## src/rtl/core/wbss_pkg.sv

```systemverilog
// shared types and constants of the wildcard byte stream search
package wbss_pkg;

   localparam int MAX_PATTERN  = 16;
   localparam int BYTE_W       = 8;
   localparam int IDX_W        = $clog2(MAX_PATTERN);
   localparam int LEN_W        = 5;
   localparam int POS_W        = 15;
   localparam int CNT_W        = 15;
   localparam int LSTART_W     = 16;
   localparam int CSR_IDX_W    = 3;
   localparam int CSR_DATA_W   = 64;
   localparam int QUEUE_DEPTH  = 4;
   localparam int QPTR_W       = $clog2(QUEUE_DEPTH);
   localparam int QCNT_W       = $clog2(QUEUE_DEPTH + 1);

   localparam logic [BYTE_W-1:0]   WILD_BYTE    = 8'h3F;
   localparam logic [BYTE_W-1:0]   NEWLINE_BYTE = 8'h0A;
   localparam logic [BYTE_W-1:0]   CASE_OFFSET  = 8'h20;
   localparam logic [POS_W-1:0]    POS_MAX      = '1;
   localparam logic [CNT_W-1:0]    CNT_MAX      = '1;
   localparam logic [LEN_W-1:0]    LEN_RESET    = 5'd1;
   localparam logic [LEN_W-1:0]    LEN_LIMIT    = LEN_W'(MAX_PATTERN);

   typedef enum logic [CSR_IDX_W-1:0] {
      REG_PATTERN_LOW  = 3'd0,
      REG_PATTERN_HIGH = 3'd1,
      REG_PATTERN_LEN  = 3'd2,
      REG_FOLD_CASE    = 3'd3,
      REG_WILDCARD     = 3'd4,
      REG_WHOLE_WORD   = 3'd5
   } csr_reg_type;

   typedef struct packed {
      logic [MAX_PATTERN-1:0][BYTE_W-1:0] pattern;
      logic [IDX_W-1:0]                   len_idx;
      logic                               fold_case;
      logic                               wildcard_enable;
      logic                               whole_word;
   } cfg_type;

   typedef struct packed {
      logic [MAX_PATTERN-1:0] eq;
      logic                   is_sep;
      logic                   is_nl;
      logic                   first;
      logic                   last;
   } item_type;

endpackage

```

## src/rtl/core/wbss_if.sv

```systemverilog
// handshake channel interfaces of the wildcard byte stream search
interface wbss_req_if;
   logic                          valid;
   logic                          ready;
   logic [wbss_pkg::BYTE_W-1:0]   data_byte;
   logic                          first_byte;
   logic                          last_byte;

   modport source (output valid, data_byte, first_byte, last_byte, input ready);
   modport sink   (input valid, data_byte, first_byte, last_byte, output ready);
endinterface

interface wbss_rsp_if;
   logic                            valid;
   logic                            ready;
   logic                            found;
   logic [wbss_pkg::POS_W-1:0]      match_start;
   logic [wbss_pkg::CNT_W-1:0]      line_count;
   logic [wbss_pkg::LSTART_W-1:0]   line_start;

   modport source (output valid, found, match_start, line_count, line_start, input ready);
   modport sink   (input valid, found, match_start, line_count, line_start, output ready);
endinterface

interface wbss_csr_if;
   logic                              valid;
   logic                              ready;
   logic [wbss_pkg::CSR_IDX_W-1:0]    index;
   logic [wbss_pkg::CSR_DATA_W-1:0]   data;

   modport source (output valid, index, data, input ready);
   modport sink   (input valid, index, data, output ready);
endinterface

```

## src/rtl/core/wildcard_byte_stream_search.sv

```systemverilog
// top level of the wildcard byte stream search
// Scans a buffer one byte per item on req_chan and reports the first
// occurrence of the configured pattern (up to 16 bytes) on rsp_chan.
// The pattern, its length and the fold-case, wildcard and whole-word options
// are written on csr_chan, register index in index, value in data; csr_chan
// is always ready and must only be written while no search is in flight.
// An item with first_byte set starts a new search; last_byte marks the end
// of the buffer. Each buffer gives one result: a match (start position, line
// count and line start), or not-found on the last byte. Bytes after a result
// are dropped until the next first_byte.
// Throughput is one byte per cycle while rsp_chan does not stall: the input
// stage classifies a byte in the cycle it is taken, a four-entry queue holds
// it, and the search engine updates its shift-and state once per byte.
// A taken byte is stored in the queue; the result is registered when the engine
// takes the byte that ends the search. A whole-word match that ends before the
// buffer end is reported on the following byte, if that byte is a separator.
// When rsp_chan stalls, the result register holds and the engine halts;
// req_chan keeps accepting until the queue fills.
// Reset (synchronous, active high) restores the configuration registers to
// their defaults and clears the search state, result valid flag and queue.
module wildcard_byte_stream_search (
   input  logic        clock,
   input  logic        reset,
   wbss_req_if.sink    req_chan,
   wbss_rsp_if.source  rsp_chan,
   wbss_csr_if.sink    csr_chan
);

   wbss_pkg::cfg_type  cfg;
   wbss_pkg::item_type front_item;
   wbss_pkg::item_type back_item;
   logic               push;
   logic               q_ready;
   logic               q_valid;
   logic               pop;

   wbss_csr u_csr (
      .clock    (clock),
      .reset    (reset),
      .csr_chan (csr_chan),
      .cfg      (cfg)
   );

   wbss_front u_front (
      .cfg      (cfg),
      .req_chan (req_chan),
      .q_ready  (q_ready),
      .push     (push),
      .item     (front_item)
   );

   wbss_queue u_queue (
      .clock      (clock),
      .reset      (reset),
      .push       (push),
      .push_item  (front_item),
      .push_ready (q_ready),
      .pop_valid  (q_valid),
      .pop        (pop),
      .pop_item   (back_item)
   );

   wbss_back u_back (
      .clock    (clock),
      .reset    (reset),
      .cfg      (cfg),
      .q_valid  (q_valid),
      .q_item   (back_item),
      .pop      (pop),
      .rsp_chan (rsp_chan)
   );

endmodule

```

## src/rtl/core/wbss_csr.sv

```systemverilog
// configuration registers of the search
module wbss_csr (
   input  logic              clock,
   input  logic              reset,
   wbss_csr_if.sink          csr_chan,
   output wbss_pkg::cfg_type cfg
);

   logic [wbss_pkg::CSR_DATA_W-1:0] pat_lo_ff, pat_lo_in;
   logic [wbss_pkg::CSR_DATA_W-1:0] pat_hi_ff, pat_hi_in;
   logic [wbss_pkg::LEN_W-1:0]      len_ff, len_in;
   logic                            fold_ff, fold_in;
   logic                            wild_ff, wild_in;
   logic                            word_ff, word_in;
   logic                            wr_en;

   assign csr_chan.ready = 1'b1;
   assign wr_en = csr_chan.valid && csr_chan.ready;

   always_comb begin
      pat_lo_in = pat_lo_ff;
      pat_hi_in = pat_hi_ff;
      len_in    = len_ff;
      fold_in   = fold_ff;
      wild_in   = wild_ff;
      word_in   = word_ff;
      if (wr_en) begin
         case (csr_chan.index)
            wbss_pkg::REG_PATTERN_LOW:  pat_lo_in = csr_chan.data;
            wbss_pkg::REG_PATTERN_HIGH: pat_hi_in = csr_chan.data;
            wbss_pkg::REG_PATTERN_LEN:  len_in    = csr_chan.data[wbss_pkg::LEN_W-1:0];
            wbss_pkg::REG_FOLD_CASE:    fold_in   = csr_chan.data[0];
            wbss_pkg::REG_WILDCARD:     wild_in   = csr_chan.data[0];
            wbss_pkg::REG_WHOLE_WORD:   word_in   = csr_chan.data[0];
            default: ;
         endcase
      end
   end

   always_ff @(posedge clock) begin
      if (reset) begin
         pat_lo_ff <= '0;
         pat_hi_ff <= '0;
         len_ff    <= wbss_pkg::LEN_RESET;
         fold_ff   <= 1'b0;
         wild_ff   <= 1'b0;
         word_ff   <= 1'b0;
      end else begin
         pat_lo_ff <= pat_lo_in;
         pat_hi_ff <= pat_hi_in;
         len_ff    <= len_in;
         fold_ff   <= fold_in;
         wild_ff   <= wild_in;
         word_ff   <= word_in;
      end
   end

   // zero length acts as one, lengths past the pattern size are clamped
   always_comb begin
      cfg.pattern         = {pat_hi_ff, pat_lo_ff};
      cfg.fold_case       = fold_ff;
      cfg.wildcard_enable = wild_ff;
      cfg.whole_word      = word_ff;
      if (len_ff == '0) begin
         cfg.len_idx = '0;
      end else if (len_ff > wbss_pkg::LEN_LIMIT) begin
         cfg.len_idx = wbss_pkg::IDX_W'(wbss_pkg::MAX_PATTERN - 1);
      end else begin
         cfg.len_idx = wbss_pkg::IDX_W'(len_ff - 5'd1);
      end
   end

endmodule

```

## src/rtl/core/wbss_front.sv

```systemverilog
// input stage: case folding, pattern compare and byte classification
module wbss_front (
   input  wbss_pkg::cfg_type  cfg,
   wbss_req_if.sink           req_chan,
   input  logic               q_ready,
   output logic               push,
   output wbss_pkg::item_type item
);

   logic [wbss_pkg::BYTE_W-1:0] c;

   function automatic logic is_separator(input logic [wbss_pkg::BYTE_W-1:0] b);
      return !(b inside {[8'h41:8'h5A], [8'h61:8'h7A], [8'h30:8'h39]});
   endfunction

   assign req_chan.ready = q_ready;
   assign push = req_chan.valid && req_chan.ready;

   always_comb begin
      if (cfg.fold_case && (req_chan.data_byte inside {[8'h61:8'h7A]})) begin
         c = req_chan.data_byte - wbss_pkg::CASE_OFFSET;
      end else begin
         c = req_chan.data_byte;
      end
      for (int i = 0; i < wbss_pkg::MAX_PATTERN; i++) begin
         item.eq[i] = (wbss_pkg::IDX_W'(i) <= cfg.len_idx) &&
                      ((cfg.wildcard_enable && (cfg.pattern[i] == wbss_pkg::WILD_BYTE)) ||
                       (cfg.pattern[i] == c));
      end
      item.is_sep = is_separator(c);
      item.is_nl  = (c == wbss_pkg::NEWLINE_BYTE);
      item.first  = req_chan.first_byte;
      item.last   = req_chan.last_byte;
   end

endmodule

```

## src/rtl/core/wbss_queue.sv

```systemverilog
// short item queue between the input stage and the search engine
module wbss_queue (
   input  logic               clock,
   input  logic               reset,
   input  logic               push,
   input  wbss_pkg::item_type push_item,
   output logic               push_ready,
   output logic               pop_valid,
   input  logic               pop,
   output wbss_pkg::item_type pop_item
);

   wbss_pkg::item_type                mem_ff [wbss_pkg::QUEUE_DEPTH];
   logic [wbss_pkg::QPTR_W-1:0]       wr_ptr_ff, wr_ptr_in;
   logic [wbss_pkg::QPTR_W-1:0]       rd_ptr_ff, rd_ptr_in;
   logic [wbss_pkg::QCNT_W-1:0]       count_ff, count_in;

   assign push_ready = (count_ff != wbss_pkg::QCNT_W'(wbss_pkg::QUEUE_DEPTH));
   assign pop_valid  = (count_ff != '0);
   assign pop_item   = mem_ff[rd_ptr_ff];

   always_comb begin
      wr_ptr_in = push ? wr_ptr_ff + 1'b1 : wr_ptr_ff;
      rd_ptr_in = pop ? rd_ptr_ff + 1'b1 : rd_ptr_ff;
      count_in  = count_ff;
      if (push && !pop) begin
         count_in = count_ff + 1'b1;
      end else if (!push && pop) begin
         count_in = count_ff - 1'b1;
      end
   end

   always_ff @(posedge clock) begin
      if (push) begin
         mem_ff[wr_ptr_ff] <= push_item;
      end
   end

   always_ff @(posedge clock) begin
      if (reset) begin
         wr_ptr_ff <= '0;
         rd_ptr_ff <= '0;
         count_ff  <= '0;
      end else begin
         wr_ptr_ff <= wr_ptr_in;
         rd_ptr_ff <= rd_ptr_in;
         count_ff  <= count_in;
      end
   end

   a_count_bound: assert property (@(posedge clock) disable iff (reset)
      count_ff <= wbss_pkg::QCNT_W'(wbss_pkg::QUEUE_DEPTH))
      else $error("queue count past depth");

   a_ptr_gap: assert property (@(posedge clock) disable iff (reset)
      (count_ff != '0) && (count_ff != wbss_pkg::QCNT_W'(wbss_pkg::QUEUE_DEPTH)) |->
      (wr_ptr_ff != rd_ptr_ff))
      else $error("queue pointers disagree with count");

endmodule

```

## src/rtl/core/wbss_back.sv

```systemverilog
// search engine: shift-and match, line tracking, whole-word check and result register
module wbss_back (
   input  logic               clock,
   input  logic               reset,
   input  wbss_pkg::cfg_type  cfg,
   input  logic               q_valid,
   input  wbss_pkg::item_type q_item,
   output logic               pop,
   wbss_rsp_if.source         rsp_chan
);

   logic [wbss_pkg::MAX_PATTERN-1:0] pmv_ff, pmv_in, c_pmv, shifted;
   logic [wbss_pkg::POS_W-1:0]       pos_ff, pos_in, c_pos;
   logic [wbss_pkg::CNT_W-1:0]       nl_ff, nl_in, c_nl;
   logic [wbss_pkg::LSTART_W-1:0]    ls_ff, ls_in, c_ls;
   logic                             prev_sep_ff, prev_sep_in, c_prev_sep;
   logic                             pending_ff, pending_in, c_pending;
   logic                             done_ff, done_in, c_done;
   logic [wbss_pkg::CNT_W-1:0]       snap_nl_ff, snap_nl_in;
   logic [wbss_pkg::LSTART_W-1:0]    snap_ls_ff, snap_ls_in;

   logic                             rsp_valid_ff, rsp_valid_in;
   logic                             rsp_found_ff;
   logic [wbss_pkg::POS_W-1:0]       rsp_start_ff;
   logic [wbss_pkg::CNT_W-1:0]       rsp_lines_ff;
   logic [wbss_pkg::LSTART_W-1:0]    rsp_ls_ff;

   logic                             advance, start_bit, emit, emit_found;
   logic [wbss_pkg::POS_W-1:0]       emit_start;
   logic [wbss_pkg::CNT_W-1:0]       emit_lines;
   logic [wbss_pkg::LSTART_W-1:0]    emit_ls;
   logic [wbss_pkg::LSTART_W-1:0]    pos_w, pos_w1, len_w;

   assign advance = q_valid && (!rsp_valid_ff || rsp_chan.ready);
   assign pop     = advance;

   always_comb begin
      c_pmv      = q_item.first ? '0   : pmv_ff;
      c_pos      = q_item.first ? '0   : pos_ff;
      c_nl       = q_item.first ? '0   : nl_ff;
      c_ls       = q_item.first ? '0   : ls_ff;
      c_prev_sep = q_item.first ? 1'b1 : prev_sep_ff;
      c_pending  = q_item.first ? 1'b0 : pending_ff;
      c_done     = q_item.first ? 1'b0 : done_ff;

      pos_w   = {1'b0, c_pos};
      pos_w1  = pos_w + 1'b1;
      len_w   = wbss_pkg::LSTART_W'(cfg.len_idx) + 1'b1;
      start_bit = !cfg.whole_word || c_prev_sep;
      shifted = {c_pmv[wbss_pkg::MAX_PATTERN-2:0], start_bit} & q_item.eq;

      pmv_in      = c_pmv;
      pos_in      = c_pos;
      nl_in       = c_nl;
      ls_in       = c_ls;
      prev_sep_in = c_prev_sep;
      pending_in  = c_pending;
      done_in     = c_done;
      snap_nl_in  = snap_nl_ff;
      snap_ls_in  = snap_ls_ff;
      emit        = 1'b0;
      emit_found  = 1'b0;
      emit_start  = '0;
      emit_lines  = '0;
      emit_ls     = '0;

      if (!c_done) begin
         if (q_item.is_nl) begin
            nl_in = (c_nl == wbss_pkg::CNT_MAX) ? c_nl : c_nl + 1'b1;
            ls_in = pos_w1;
         end
         pending_in = 1'b0;
         if (c_pending && q_item.is_sep) begin
            // delayed whole-word match confirmed by a trailing separator
            done_in    = 1'b1;
            emit       = 1'b1;
            emit_found = 1'b1;
            emit_start = (pos_w >= len_w) ? wbss_pkg::POS_W'(pos_w - len_w) : '0;
            emit_lines = snap_nl_ff;
            emit_ls    = snap_ls_ff;
         end else begin
            pmv_in = shifted;
            if (shifted[cfg.len_idx]) begin
               if (!cfg.whole_word || q_item.last) begin
                  done_in    = 1'b1;
                  emit       = 1'b1;
                  emit_found = 1'b1;
                  emit_start = (pos_w1 >= len_w) ? wbss_pkg::POS_W'(pos_w1 - len_w) : '0;
                  emit_lines = nl_in;
                  emit_ls    = ls_in;
               end else begin
                  pending_in = 1'b1;
                  snap_nl_in = nl_in;
                  snap_ls_in = ls_in;
               end
            end
            if (!emit) begin
               prev_sep_in = q_item.is_sep;
               pos_in = (c_pos == wbss_pkg::POS_MAX) ? c_pos : c_pos + 1'b1;
               if (q_item.last) begin
                  done_in = 1'b1;
                  emit    = 1'b1;
               end
            end
         end
      end
   end

   always_comb begin
      rsp_valid_in = rsp_valid_ff;
      if (rsp_valid_ff && rsp_chan.ready) begin
         rsp_valid_in = 1'b0;
      end
      if (advance && emit) begin
         rsp_valid_in = 1'b1;
      end
   end

   always_ff @(posedge clock) begin
      if (reset) begin
         pmv_ff       <= '0;
         pos_ff       <= '0;
         nl_ff        <= '0;
         ls_ff        <= '0;
         prev_sep_ff  <= 1'b1;
         pending_ff   <= 1'b0;
         done_ff      <= 1'b0;
         rsp_valid_ff <= 1'b0;
      end else begin
         if (advance) begin
            pmv_ff      <= pmv_in;
            pos_ff      <= pos_in;
            nl_ff       <= nl_in;
            ls_ff       <= ls_in;
            prev_sep_ff <= prev_sep_in;
            pending_ff  <= pending_in;
            done_ff     <= done_in;
         end
         rsp_valid_ff <= rsp_valid_in;
      end
   end

   always_ff @(posedge clock) begin
      if (advance) begin
         snap_nl_ff <= snap_nl_in;
         snap_ls_ff <= snap_ls_in;
      end
      if (advance && emit) begin
         rsp_found_ff <= emit_found;
         rsp_start_ff <= emit_start;
         rsp_lines_ff <= emit_lines;
         rsp_ls_ff    <= emit_ls;
      end
   end

   assign rsp_chan.valid       = rsp_valid_ff;
   assign rsp_chan.found       = rsp_found_ff;
   assign rsp_chan.match_start = rsp_start_ff;
   assign rsp_chan.line_count  = rsp_lines_ff;
   assign rsp_chan.line_start  = rsp_ls_ff;

   a_pending_not_done: assert property (@(posedge clock) disable iff (reset)
      pending_ff |-> !done_ff)
      else $error("pending whole-word match after search end");

   a_done_has_result: assert property (@(posedge clock) disable iff (reset)
      $rose(done_ff) |-> rsp_valid_ff)
      else $error("search ended without a result");

   a_not_found_zero: assert property (@(posedge clock) disable iff (reset)
      rsp_valid_ff && !rsp_found_ff |->
      (rsp_start_ff == '0) && (rsp_lines_ff == '0) && (rsp_ls_ff == '0))
      else $error("not-found result carries nonzero fields");

endmodule
```

## src/flat_wrapper.sv

```systemverilog
// flat-port wrapper written by rule: the top's interface ports become plain ports
module wildcard_byte_stream_search_flat 
  (clock, reset, req_chan_valid, req_chan_data_byte, req_chan_first_byte, req_chan_last_byte, req_chan_ready, rsp_chan_valid, rsp_chan_found, rsp_chan_match_start, rsp_chan_line_count, rsp_chan_line_start, rsp_chan_ready, csr_chan_valid, csr_chan_index, csr_chan_data, csr_chan_ready);
  wbss_req_if req_chan_i ();
  wbss_rsp_if rsp_chan_i ();
  wbss_csr_if csr_chan_i ();
  input  logic clock;
  input  logic reset;
  input wire logic [$bits(req_chan_i.valid)-1:0] req_chan_valid;
  input wire logic [$bits(req_chan_i.data_byte)-1:0] req_chan_data_byte;
  input wire logic [$bits(req_chan_i.first_byte)-1:0] req_chan_first_byte;
  input wire logic [$bits(req_chan_i.last_byte)-1:0] req_chan_last_byte;
  output wire logic [$bits(req_chan_i.ready)-1:0] req_chan_ready;
  output wire logic [$bits(rsp_chan_i.valid)-1:0] rsp_chan_valid;
  output wire logic [$bits(rsp_chan_i.found)-1:0] rsp_chan_found;
  output wire logic [$bits(rsp_chan_i.match_start)-1:0] rsp_chan_match_start;
  output wire logic [$bits(rsp_chan_i.line_count)-1:0] rsp_chan_line_count;
  output wire logic [$bits(rsp_chan_i.line_start)-1:0] rsp_chan_line_start;
  input wire logic [$bits(rsp_chan_i.ready)-1:0] rsp_chan_ready;
  input wire logic [$bits(csr_chan_i.valid)-1:0] csr_chan_valid;
  input wire logic [$bits(csr_chan_i.index)-1:0] csr_chan_index;
  input wire logic [$bits(csr_chan_i.data)-1:0] csr_chan_data;
  output wire logic [$bits(csr_chan_i.ready)-1:0] csr_chan_ready;
  assign req_chan_i.valid = req_chan_valid;
  assign req_chan_i.data_byte = req_chan_data_byte;
  assign req_chan_i.first_byte = req_chan_first_byte;
  assign req_chan_i.last_byte = req_chan_last_byte;
  assign req_chan_ready = req_chan_i.ready;
  assign rsp_chan_valid = rsp_chan_i.valid;
  assign rsp_chan_found = rsp_chan_i.found;
  assign rsp_chan_match_start = rsp_chan_i.match_start;
  assign rsp_chan_line_count = rsp_chan_i.line_count;
  assign rsp_chan_line_start = rsp_chan_i.line_start;
  assign rsp_chan_i.ready = rsp_chan_ready;
  assign csr_chan_i.valid = csr_chan_valid;
  assign csr_chan_i.index = csr_chan_index;
  assign csr_chan_i.data = csr_chan_data;
  assign csr_chan_ready = csr_chan_i.ready;
  wildcard_byte_stream_search u_core (.clock(clock), .reset(reset), .req_chan(req_chan_i), .rsp_chan(rsp_chan_i), .csr_chan(csr_chan_i));
endmodule
```

## config.mk

```make
export PLATFORM = sky130hd
export DESIGN_NAME = wildcard_byte_stream_search_flat
export DESIGN_NICKNAME = d
export VERILOG_FILES = /design/src/rtl/core/wbss_pkg.sv /design/src/rtl/core/wbss_if.sv /design/src/rtl/core/wildcard_byte_stream_search.sv /design/src/rtl/core/wbss_csr.sv /design/src/rtl/core/wbss_front.sv /design/src/rtl/core/wbss_queue.sv /design/src/rtl/core/wbss_back.sv /design/src/flat_wrapper.sv
export SDC_FILE = /design/constraint.sdc
export NUM_CORES = 1
export LEC_CHECK = 0
export BUFFER_PORTS_ARGS = -buffer_cell sky130_fd_sc_hd__buf_2
export CAP_MARGIN = 20
export CORE_UTILIZATION = 45
export CTS_CLUSTER_SIZE = 40
export DETAILED_ROUTE_END_ITERATION = 8
export PLACE_DENSITY = 0.62
export SKIP_LAST_GASP = 1
export SYNTH_ARGS = -nofsm -noshare
export SYNTH_HDL_FRONTEND = slang
export SYNTH_SLANG_ARGS = --single-unit
```

## constraint.sdc

```tcl
create_clock -name clock -period 6.25 [get_ports clock]
set_input_delay 1.25 -clock clock [delete_from_list [all_inputs] [get_ports clock]]
set_output_delay 1.25 -clock clock [all_outputs]
set_load 0.03 [all_outputs]
```

== After elaboration in Yosys (flattened, before gate mapping) ==
Memories as Yosys holds them, arrays and structs flattened. A register that Yosys moved wholly into a read port is not among the register bits.
Cells that the tools add are included.

* Register bits after elaboration: 287
* Output and inout port bits: 50
* Memories: 1
* Logic and storage cells: 252
* Memory bits (writable): 80
* Input bits: 82

{| class="wikitable"
|+ Memories
! name !! depth !! bits a word !! read ports !! clocked after memory_dff !! wr ports !! RTL line !! text
|-
| u_core.u_queue.mem_ff || 4 || 20 || 1 || 1 || 1 || wbss_queue.sv:13 || <nowiki>wbss_pkg::item_type mem_ff [wbss_pkg::QUEUE_DEPTH];</nowiki>
|}

* Bitwise logic cells: 4
* Reductions and logical operators: 81
* Eq/ne operators: 41
* Multiplexer cells: 62
* $add $sub $neg: 12
* Magnitude comparators: 28

{| class="wikitable"
|+ Operator list
! operator !! count
|-
| 15-bit 2-to-1 mux || 17
|-
| 16-bit 2-to-1 mux || 9
|-
| 8-bit by 6-bit == test with 1-bit output (second input constant) || 16
|-
| 8-bit == test || 16
|-
| 1-bit logical AND || 44
|-
| 4-bit less-or-equal comparator (first input constant) || 8
|-
| 15-bit by 1-bit adder with 15-bit output (second input constant) || 2
|-
| 15-bit == test (second input constant) || 2
|-
| 15-bit by 5-bit subtractor with 15-bit output || 2
|-
| 1-bit 2-to-1 mux || 28
|-
| 8-bit by 7-bit >= comparator with 1-bit output (second input constant) || 3
|-
| 8-bit by 7-bit less-or-equal comparator with 1-bit output (second input constant) || 3
|-
| 1-bit logical OR || 19
|-
| 15-bit by 1-bit adder with 16-bit output (second input constant) || 1
|-
| 16-bit AND || 1
|-
| 16-bit by 5-bit >= comparator with 1-bit output || 1
|-
| 3-bit by 4-bit less-or-equal comparator with 1-bit output (first input constant) || 4
|-
| 15-bit by 5-bit >= comparator with 1-bit output || 1
|-
| 2-bit AND reduction || 6
|-
| 8-bit by 4-bit == test with 1-bit output (second input constant) || 1
|-
| 8-bit by 6-bit >= comparator with 1-bit output (second input constant) || 1
|-
| 1-bit by 4-bit less-or-equal comparator with 1-bit output (first input constant) || 2
|-
| 2-bit by 4-bit less-or-equal comparator with 1-bit output (first input constant) || 2
|-
| 8-bit by 6-bit less-or-equal comparator with 1-bit output (second input constant) || 1
|-
| other kinds (24) || 38
|}

== Longest topological paths before layout ==
Gate-level depths: netlist (run 1).

* Word-level depth: 13
* Gate-level depth with buffers: 20
* Gate-level depth less buffers: 16

== Cells and area by module ==
A second synthesis (run 1) with hierarchy kept.

* Cell total of the unflattened synthesis: 2,048
* Area, all modules: 18,891.9 um^2

{| class="wikitable"
|+ By module, submodules not included
! module !! instances !! cells each !! area each (um^2)
|-
| wbss_back || 1 || 909 || 8,074.0
|-
| wbss_csr || 1 || 612 || 4,895.9
|-
| wbss_queue || 1 || 149 || 3,315.7
|-
| wbss_front || 1 || 378 || 2,606.2
|}

== Least setup slack after synthesis (run 1) ==
Ideal clock, no wire load.

* Kind: reg-to-reg
* Start point: register u_core.u_csr.len_ff[0] (netlist bit)
* End point: register u_core.u_back.rsp_found_ff (netlist: u_core.u_back.rsp_chan.found), enable pin
* Period minus slack after synthesis: 4.842 ns
* Path buffers: 1
* Data arrival time: 4.390 ns
* Setup slack: 1.408 ns
* Required time: 5.798 ns
* Stages on the path, launching flop included: 12
* Cells stage by stage: dfxtp_1 -> buf_6 -> inv_1 -> ha_1 -> or3b_4 -> maj3_2 -> mux2_4 -> nor3_2 -> o32ai_1 -> nor2_1 -> a211oi_1 -> nor2_1

* Word-level cells in the longest chain between the ends: 12
* Elaborated cells on any way between the ends: 14

{| class="wikitable"
|+ Ends and longest elaborated chain
! item !! RTL line !! text
|-
| from (decl) || wbss_csr.sv:11 || <nowiki>logic [wbss_pkg::LEN_W-1:0] len_ff, len_in;</nowiki>
|-
| from (signal assigned) || wbss_csr.sv:44 || <nowiki>len_ff <= wbss_pkg::LEN_RESET;</nowiki>
|-
| from (signal assigned) || wbss_csr.sv:51 || <nowiki>len_ff <= len_in;</nowiki>
|-
| 4-bit by 1-bit subtractor with 4-bit output / 5-bit greater-than comparator (equally long branches) || wbss_csr.sv:69, wbss_csr.sv:66 ||
|-
| 4-bit 2-to-1 mux || wbss_csr.sv:66 || <nowiki>end else if (len_ff > wbss_pkg::LEN_LIMIT) begin</nowiki>
|-
| 4-bit 2-to-1 mux (*) || wbss_csr.sv:64 || <nowiki>if (len_ff == '0) begin</nowiki>
|-
| 1-bit binary-select mux with 4-bit select (*) || wbss_back.sv:83 || <nowiki>if (shifted[cfg.len_idx]) begin</nowiki>
|-
| 1-bit 2-to-1 mux (implied by the code) (*) || wbss_back.sv:83 ||
|-
| 1-bit 2-to-1 mux (*) || wbss_back.sv:83 ||
|-
| 1-bit 2-to-1 mux (*) || wbss_back.sv:73 || <nowiki>if (c_pending && q_item.is_sep) begin</nowiki>
|-
| 1-bit 2-to-1 mux (*) || wbss_back.sv:67 || <nowiki>if (!c_done) begin</nowiki>
|-
| 1-bit 2-to-1 mux (*) || wbss_back.sv:97 || <nowiki>if (!emit) begin</nowiki>
|-
| 1-bit 2-to-1 mux (*) || wbss_back.sv:73 ||
|-
| 1-bit 2-to-1 mux (*) || wbss_back.sv:67 ||
|-
| 1-bit logical AND (*) || wbss_back.sv:148 || <nowiki>if (advance && emit) begin</nowiki>
|-
| to (signal assigned) || wbss_back.sv:149 || <nowiki>rsp_found_ff <= emit_found;</nowiki>
|-
| to (decl) || wbss_back.sv:23 || <nowiki>logic rsp_found_ff;</nowiki>
|}

Mark *: on every way between the ends. The rest lies on a longest branch, timed or not. The select of a mux whose other input is x is not followed.
A chain may end at the register's enable or synchronous reset.

==> results of run 1 <==
[power groups by stage]
stage,Combinational [W],Clock (W),Sequential (W)
3_5_place_dp,0.00215,0,0.00313
6_report,0.00215,0.00247,0.00308
4_1_cts,0.00216,0.00251,0.00309
2_1_floorplan,0.00132,0,0.00336
5_1_grt,0.00232,0.00261,0.00311
3_3_place_gp,0.00213,0,0.00313
[cell type report]
cell class	count	area share [%]
clock buffers	57	5.67
clock inverters	17	1.05
inverters	33	0.606
multi-input cells	1401	41.7
flip-flops and latches	368	43.8
well taps	525	3.21
repair buffers	152	4.02
[final timing paths]
path | from | endpoint
worst max-delay path | flop | u_core.u_back.rsp_chan.match_start[6]
worst min-delay path | u_core.u_csr.pat_lo_ff[63] | u_core.u_csr.pat_lo_ff[63]
worst max register to register | flop | u_core.u_back.rsp_chan.match_start[6]
worst min register to register | u_core.u_csr.pat_lo_ff[63] | u_core.u_csr.pat_lo_ff[63]
[sequential cells by signal (all words and copies together), names as in the netlist, 2 cells and up, named ones only]
| register | cells |
|---|---|
| u_core.u_back.ls_ff | 16 |
| u_core.u_back.nl_ff | 15 |
| u_core.u_back.pmv_ff | 15 |
| u_core.u_back.pos_ff | 15 |
| u_core.u_back.rsp_chan.line_count | 15 |
| u_core.u_back.rsp_chan.line_start | 16 |
| u_core.u_back.rsp_chan.match_start | 15 |
| u_core.u_back.snap_ls_ff | 16 |
| u_core.u_back.snap_nl_ff | 15 |
| u_core.u_csr.len_ff | 5 |
| u_core.u_csr.pat_hi_ff | 64 |
| u_core.u_csr.pat_lo_ff | 64 |
| u_core.u_queue.count_ff | 3 |
| u_core.u_queue.mem_ff | 80 |
| u_core.u_queue.rd_ptr_ff | 2 |
| u_core.u_queue.wr_ptr_ff | 2 |
[cells in the final DEF, fill, tap and decap left out, drive strengths merged, types with 10 or more instances in the layout]
cell      n
o21ai    24
nor2    121
and3     13
mux2i    25
a31oi    14
xnor2    92
nand3    78
clkbuf   57
ha       21
xor2     73
nor3     46
nor4     17
buf     152
edfxtp  158
nand4    31
dfxtp   210
nand2   382
o22ai    21
o31ai    11
nand2b   13
a21oi   227
a22o     32
clkinv   10
mux4     14
inv      34
[stage by stage]
stage	hold WS, ns	power [W]	setup WS, ns	cell area [um2]
floorplan	0.432	0.00468	1.41	18200
global placement	0.441	0.00526	1.67	19100
detailed placement	0.449	0.00528	1.55	19100
CTS	0.458	0.00776	1.52	20400
global route	0.471	0.00805	1.09	20400
finish	0.457	0.00770	1.51	20400
[per-layer routing]
layer  routed length, um  up-vias  global-route usage (%)
li1                    -     6976                       -
met1               21500     6985                    31.5
met2               23800      479                    40.8
met3                2770       77                    3.88
met4                1420        0                    8.08
met5                   0        -                       0
[logic make-up (layout without fill, tap and decap cells)]
group / count (synthesis) / after routing / share of synthesized area [%]
AND/OR/NAND/NOR: 771 / 771 / 19.8
AO/OA/AOI/OAI: 393 / 393 / 13.4
flip-flops: 368 / 368 / 49.3
XOR/XNOR: 166 / 166 / 8.08
buffers and inverters: 164 / 259 / 4.07
multiplexers: 42 / 42 / 3.32
adder cells (fa/ha/maj): 28 / 28 / 2.01
other: 1 / 1 / 0.0207
[worst register-to-register path: cells and delay by family, from the launching register on]
kind | cells | cell delay, ns
simple gates | 6 | 1.41
mux | 2 | 0.82
flops | 1 | 0.78
fa+ha+maj | 1 | 0.27
compound gates | 3 | 1.16
buf+inv | 1 | 0.13
==> impl_metrics.env, run 1 <==
export IMPL_hold_path_class="flop to flop"
export IMPL_worst_path_max_fanout=28
export IMPL_yosys_cell_types_count=92
export IMPL_cts_buffer_depth=3
export IMPL_power_leakage_nw=7.15
export IMPL_final_cells=2553
export IMPL_arrival_ns=5.13
export IMPL_grt_first_pass_wirelength_um=78600
export IMPL_synth_fp_nets=2039
export IMPL_core_area_mm2=0.0397
export IMPL_area_delta_synth_final_pct=12.6
export IMPL_start_util_pct=45.7
export IMPL_crit_required_ns=6.64
export IMPL_fp_dieW_um=203
export IMPL_setup_tns_ns=0
export IMPL_drt_iter0_markers=932
export IMPL_numCtsBuffers=41
export IMPL_vias_per_cell=5.69
export IMPL_timing_hold_violations_final=0
export IMPL_postSynthCellCount=1933
export IMPL_dieArea_mm2=0.0412
export IMPL_p_seq_share_pct=40.0
export IMPL_ff2ff_path_depth=13
export IMPL_ys_seq_area_share_pct=49.3
export IMPL_wire_per_inst_um=19.4
export IMPL_synthArstFlopShare_pct=0
export IMPL_clock_sinks=368
export IMPL_power_switching_w=0.00269
export IMPL_finalNetCount=2103
export IMPL_fmax_mhz=211
export IMPL_mappedNetlistArea_mm2=0.0182
export IMPL_io_pin_count=132
export IMPL_antenna_found_initial=0
export IMPL_synth_area_top_cells="edfxtp_1 26%, dfxtp_1 23%, nand2_1 7.9%, a21oi_1 6.2%, xnor2_1 4.4%"
export IMPL_synthFlopType="dfxtp_1"
export IMPL_skew_ns=0.0230
export IMPL_grtUsageTotal_pct=24.2
export IMPL_hold_depth=2
export IMPL_routabilityCongestion=0.884
export IMPL_rows=73
export IMPL_cts_tree="yes"
export IMPL_slew_headroom_pct=29.6
export IMPL_fin_crit_ns=4.74
export IMPL_yosys_warnings=0
export IMPL_synth_edff_count=158
export IMPL_nFillCells=3696
export IMPL_worst_pin_slew_ns=1.06
export IMPL_critical_path_max_stage_delay_ns=0.78
export IMPL_synth_common_cells="381 x nand2_1, 226 x a21oi_1, 210 x dfxtp_1, 158 x edfxtp_1, 119 x nor2_1"
export IMPL_crit_type="flop to flop"
export IMPL_ant_nets=0
export IMPL_die_height_um=203
export IMPL_dpl_cell_count=2479
export IMPL_synth_top_cell_area_share_pct=26.1
export IMPL_clock_root_buffer="clkbuf_16"
export IMPL_regArea_mm2=0.00895
export IMPL_cts_setup_buffers=0
export IMPL_yosysMostFrequentCell="nand2_1"
export IMPL_cap_violations=0
export IMPL_reg2reg_slack_ns=1.51
export IMPL_dp_final_hpwl_um=33500
export IMPL_wl_um=49400
export IMPL_path_cells="mux2i_1, mux2_2, nand2_1, inv_1, ha_1, nand3_1, or4_1, a21oi_1, or4_1, nor2_1, a31oi_4, nand2_4, o32ai_1"
export IMPL_postCtsResizedCells=0
export IMPL_n_antenna_cell=0
export IMPL_path_delay_family="simple AND/OR/NAND/NOR gates"
export IMPL_detailroute_via_count=14500
export IMPL_ir_worst_vdd_uv=207
export IMPL_setup_viol=0
export IMPL_p_clk_share_pct=32.1
export IMPL_layout_drive_gt1_share_pct=13.2
export IMPL_crit_buf_inv=1
export IMPL_multiInputGateArea_mm2=0.00852
export IMPL_combinationalPowerShare_pct=27.9
export IMPL_internal_power_w=0.00501
export IMPL_insertion_delay_ns=0.57
export IMPL_drc=0
export IMPL_layout_worst_path_cycle_share_pct=75.8
export IMPL_synth_largest_area_cell="edfxtp_1"
export IMPL_gr_total_overflow=0
export IMPL_switching_share_pct=34.9
export IMPL_grt_max_degree=122
export IMPL_avgSynthCellArea_um2=9.39
export IMPL_critPathMostFrequentCell="or4_1"
export IMPL_fin_util_pct=51.5
export IMPL_grt_pass1_vias=14100
export IMPL_status="complete, no violations"
export IMPL_worstSetupEndpointType="flop"
export IMPL_start_kind="flop"
export IMPL_dr_pass1_iters=8
export IMPL_synth_seq_cells=368
export IMPL_port_buffers=130
export IMPL_pwr_density_cell_mw_per_mm2=377
export IMPL_rsz0062_at_grt="no"
export IMPL_slew_viol_final=0
export IMPL_cpMaxStageDelayCell="dfxtp_1"
export IMPL_cts_hold_fix_buffers=0
export IMPL_clkTransAtPathRegs_ns=0.06
export IMPL_cp_depth=13
export IMPL_h_tree_depth=2
Note: power is estimated with default switching activity, not from simulation.
==> run 2: changes to the inputs <==
- PLACE_DENSITY: 0.62 -> 0.65
- clock period: 6.25 -> 4.32 ns (I/O delays scaled with it)
==> run 2 against run 1 <==
Total power is 44% higher. Die area stayed put. Clock power is 38% higher. Core utilization is 0.70 points higher. Final cell count is 1.3% higher. Clock-buffer cell count is 9 lower. Largest power group unchanged. First-iteration DRC count is 2.7% higher. Clock skew is 0.00074 ns higher. Critical path depth is 3 higher. Wire length is 0.80% higher. Worst setup slack worse by 1.3 ns.
==> impl_metrics.env, run 2 (same netlist as run 1, synthesis figures left out) <==
export IMPL_status="complete, no violations"
export IMPL_clock_sinks=368
export IMPL_gr_total_overflow=0
export IMPL_grt_first_pass_wirelength_um=78500
export IMPL_clock_root_buffer="clkbuf_16"
export IMPL_finalPower_w=0.0111
export IMPL_reg2reg_slack_ns=0.25
export IMPL_setup_tns_ns=0
export IMPL_fin_util_pct=52.2
export IMPL_cts_tree="yes"
export IMPL_wire_per_inst_um=19.3
export IMPL_routabilityCongestion=0.882
export IMPL_layout_common_cells="381 x nand2_1, 226 x a21oi_1, 210 x dfxtp_1"
export IMPL_n_antenna_cell=0
export IMPL_h_tree_depth=2
export IMPL_cap_violations=0
export IMPL_start_kind="flop"
export IMPL_r2r_end="u_core.u_back.rsp_chan.match_start[3]"
export IMPL_dr_pass1_iters=5
export IMPL_crit_type="flop to flop"
export IMPL_nFillCells=3680
export IMPL_largest_reg_flops=80
export IMPL_ant_nets=0
export IMPL_wl_um=49800
export IMPL_vias_per_cell=5.69
export IMPL_antenna_found_initial=0
export IMPL_slew_viol_final=0
export IMPL_setup_viol=0
export IMPL_fin_crit_ns=4.07
export IMPL_core_area_mm2=0.0397
export IMPL_skew_ns=0.0237
export IMPL_worstSetupEndpointType="flop"
export IMPL_drt_iter0_markers=957
export IMPL_grtUsageTotal_pct=24.1
export IMPL_startpoint="u_core.u_csr.len_ff[0]"
export IMPL_multiInputGateArea_mm2=0.00854
export IMPL_arrival_ns=4.48
export IMPL_rsz0062_at_grt="no"
export IMPL_detailroute_via_count=14700
export IMPL_drc=0
export IMPL_regMostFlops="u_core.u_queue.mem_ff"
export IMPL_port_buffers=130
export IMPL_dpl_cell_count=2508
export IMPL_layout_worst_path_cycle_share_pct=94.2
export IMPL_endpoint="u_core.u_back.rsp_chan.match_start[3]"
export IMPL_power_leakage_nw=7.31
export IMPL_cts_hold_fix_buffers=0
export IMPL_worstReg2RegStart="u_core.u_csr.len_ff[0]"
export IMPL_ir_worst_vdd_uv=285
export IMPL_largestRegisters="u_core.u_queue.mem_ff: 80 flops, u_core.u_csr.pat_hi_ff: 64 flops, u_core.u_csr.pat_lo_ff: 64 flops"
export IMPL_worst_path_max_fanout=9
export IMPL_timing_hold_violations_final=0
export IMPL_clkTransAtPathRegs_ns=0.06
export IMPL_fp_dieW_um=203
export IMPL_finalNetCount=2138
export IMPL_postCtsResizedCells=0
export IMPL_grt_max_degree=83
export IMPL_rows=73
export IMPL_dp_final_hpwl_um=34200
export IMPL_cts_setup_buffers=0
export IMPL_start_util_pct=45.7
export IMPL_insertion_delay_ns=0.58
export IMPL_cts_buffer_depth=3
export IMPL_io_pin_count=132
export IMPL_final_common_cell="nand2_1"
export IMPL_slew_headroom_pct=36.7
export IMPL_worst_pin_slew_ns=0.949
export IMPL_regArea_mm2=0.00895
export IMPL_crit_required_ns=4.73
export IMPL_area_delta_synth_final_pct=14.1
export IMPL_pwr_density_cell_mw_per_mm2=535
export IMPL_ff2ff_path_depth=16
export IMPL_whs_ns=0.454
export IMPL_dieArea_mm2=0.0412
export IMPL_grt_pass1_vias=14200
export IMPL_hold_path_class="flop to flop"
export IMPL_layout_drive_gt1_share_pct=14.7
export IMPL_final_cells=2585
export IMPL_numCtsBuffers=41
export IMPL_die_height_um=203
export IMPL_fmax_mhz=246
export IMPL_hold_depth=2
==> run 2: cell count changes in the layout (fill, tap and decap cells not counted), sizes merged <==
cell	change
bufinv	-1
inv	+2
clkinvlp	+2
clkbuf	-9
buf	+34
nor2	+1
clkinv	+3
==> run 2: routing by layer <==
| layer | track usage [%] | share of wire, % |
|---|---|---|
| met5 | 0 | 0 |
| met4 | 8.00 | 2.4 |
| met3 | 3.60 | 5.7 |
| met2 | 40.9 | 49 |
| met1 | 31.5 | 43 |
==> run 2: critical path, stage by stage (launching register included) <==
cell	delay, ns
dfxtp_1	0.38
inv_1	0.17
ha_1	0.30
or3b_4	0.45
maj3_2	0.41
ha_1	0.41
inv_1	0.09
ha_1	0.30
nand3b_1	0.07
nand2_1	0.11
nand2_1	0.10
o21ai_0	0.21
a21oi_2	0.08
buf_4	0.20
a311oi_1	0.37
a32oi_1	0.10
a22oi_1	0.17
==> run 2: power by group <==
part,switching (W),internal (W),leakage [nW]
logic,0.00225,0.00103,3.47
clock network,0.00144,0.00198,0.630
registers,0.000218,0.00418,3.21
total,0.00391,0.00718,7.31
==> run 2: worst min-delay path by stage <==
stage	startpoint	endpoint	slack, ns
floorplan	u_core.u_back.pmv_ff[11]	u_core.u_back.pmv_ff[11]	0.43
global placement	u_core.u_back.ls_ff[3]	u_core.u_back.ls_ff[3]	0.44
detailed placement	u_core.u_back.ls_ff[6]	u_core.u_back.ls_ff[6]	0.45
CTS	u_core.u_back.ls_ff[6]	u_core.u_back.ls_ff[6]	0.46
global route	u_core.u_csr.pat_lo_ff[63]	u_core.u_csr.pat_lo_ff[63]	0.48
finish	u_core.u_back.ls_ff[6]	u_core.u_back.ls_ff[6]	0.45
==> run 2: stage by stage <==
stage,cell area (um2),setup slack [ns]
global route,20700,0.00703
finish,20700,0.252
floorplan,18200,0.0389
CTS,20600,0.0327
detailed placement,19300,0.0702
global placement,19300,0.130
==> run 2: area by class of cell <==
| cell class | instances | share of cell area [%] |
|---|---|---|
| clock inverters | 23 | 1.04 |
| repair buffers | 186 | 5.59 |
| clock buffers | 48 | 5.22 |
| well taps | 525 | 3.17 |
| multi-input cells | 1402 | 41.2 |
| inverters | 33 | 0.598 |
| flip-flops and latches | 368 | 43.2 |
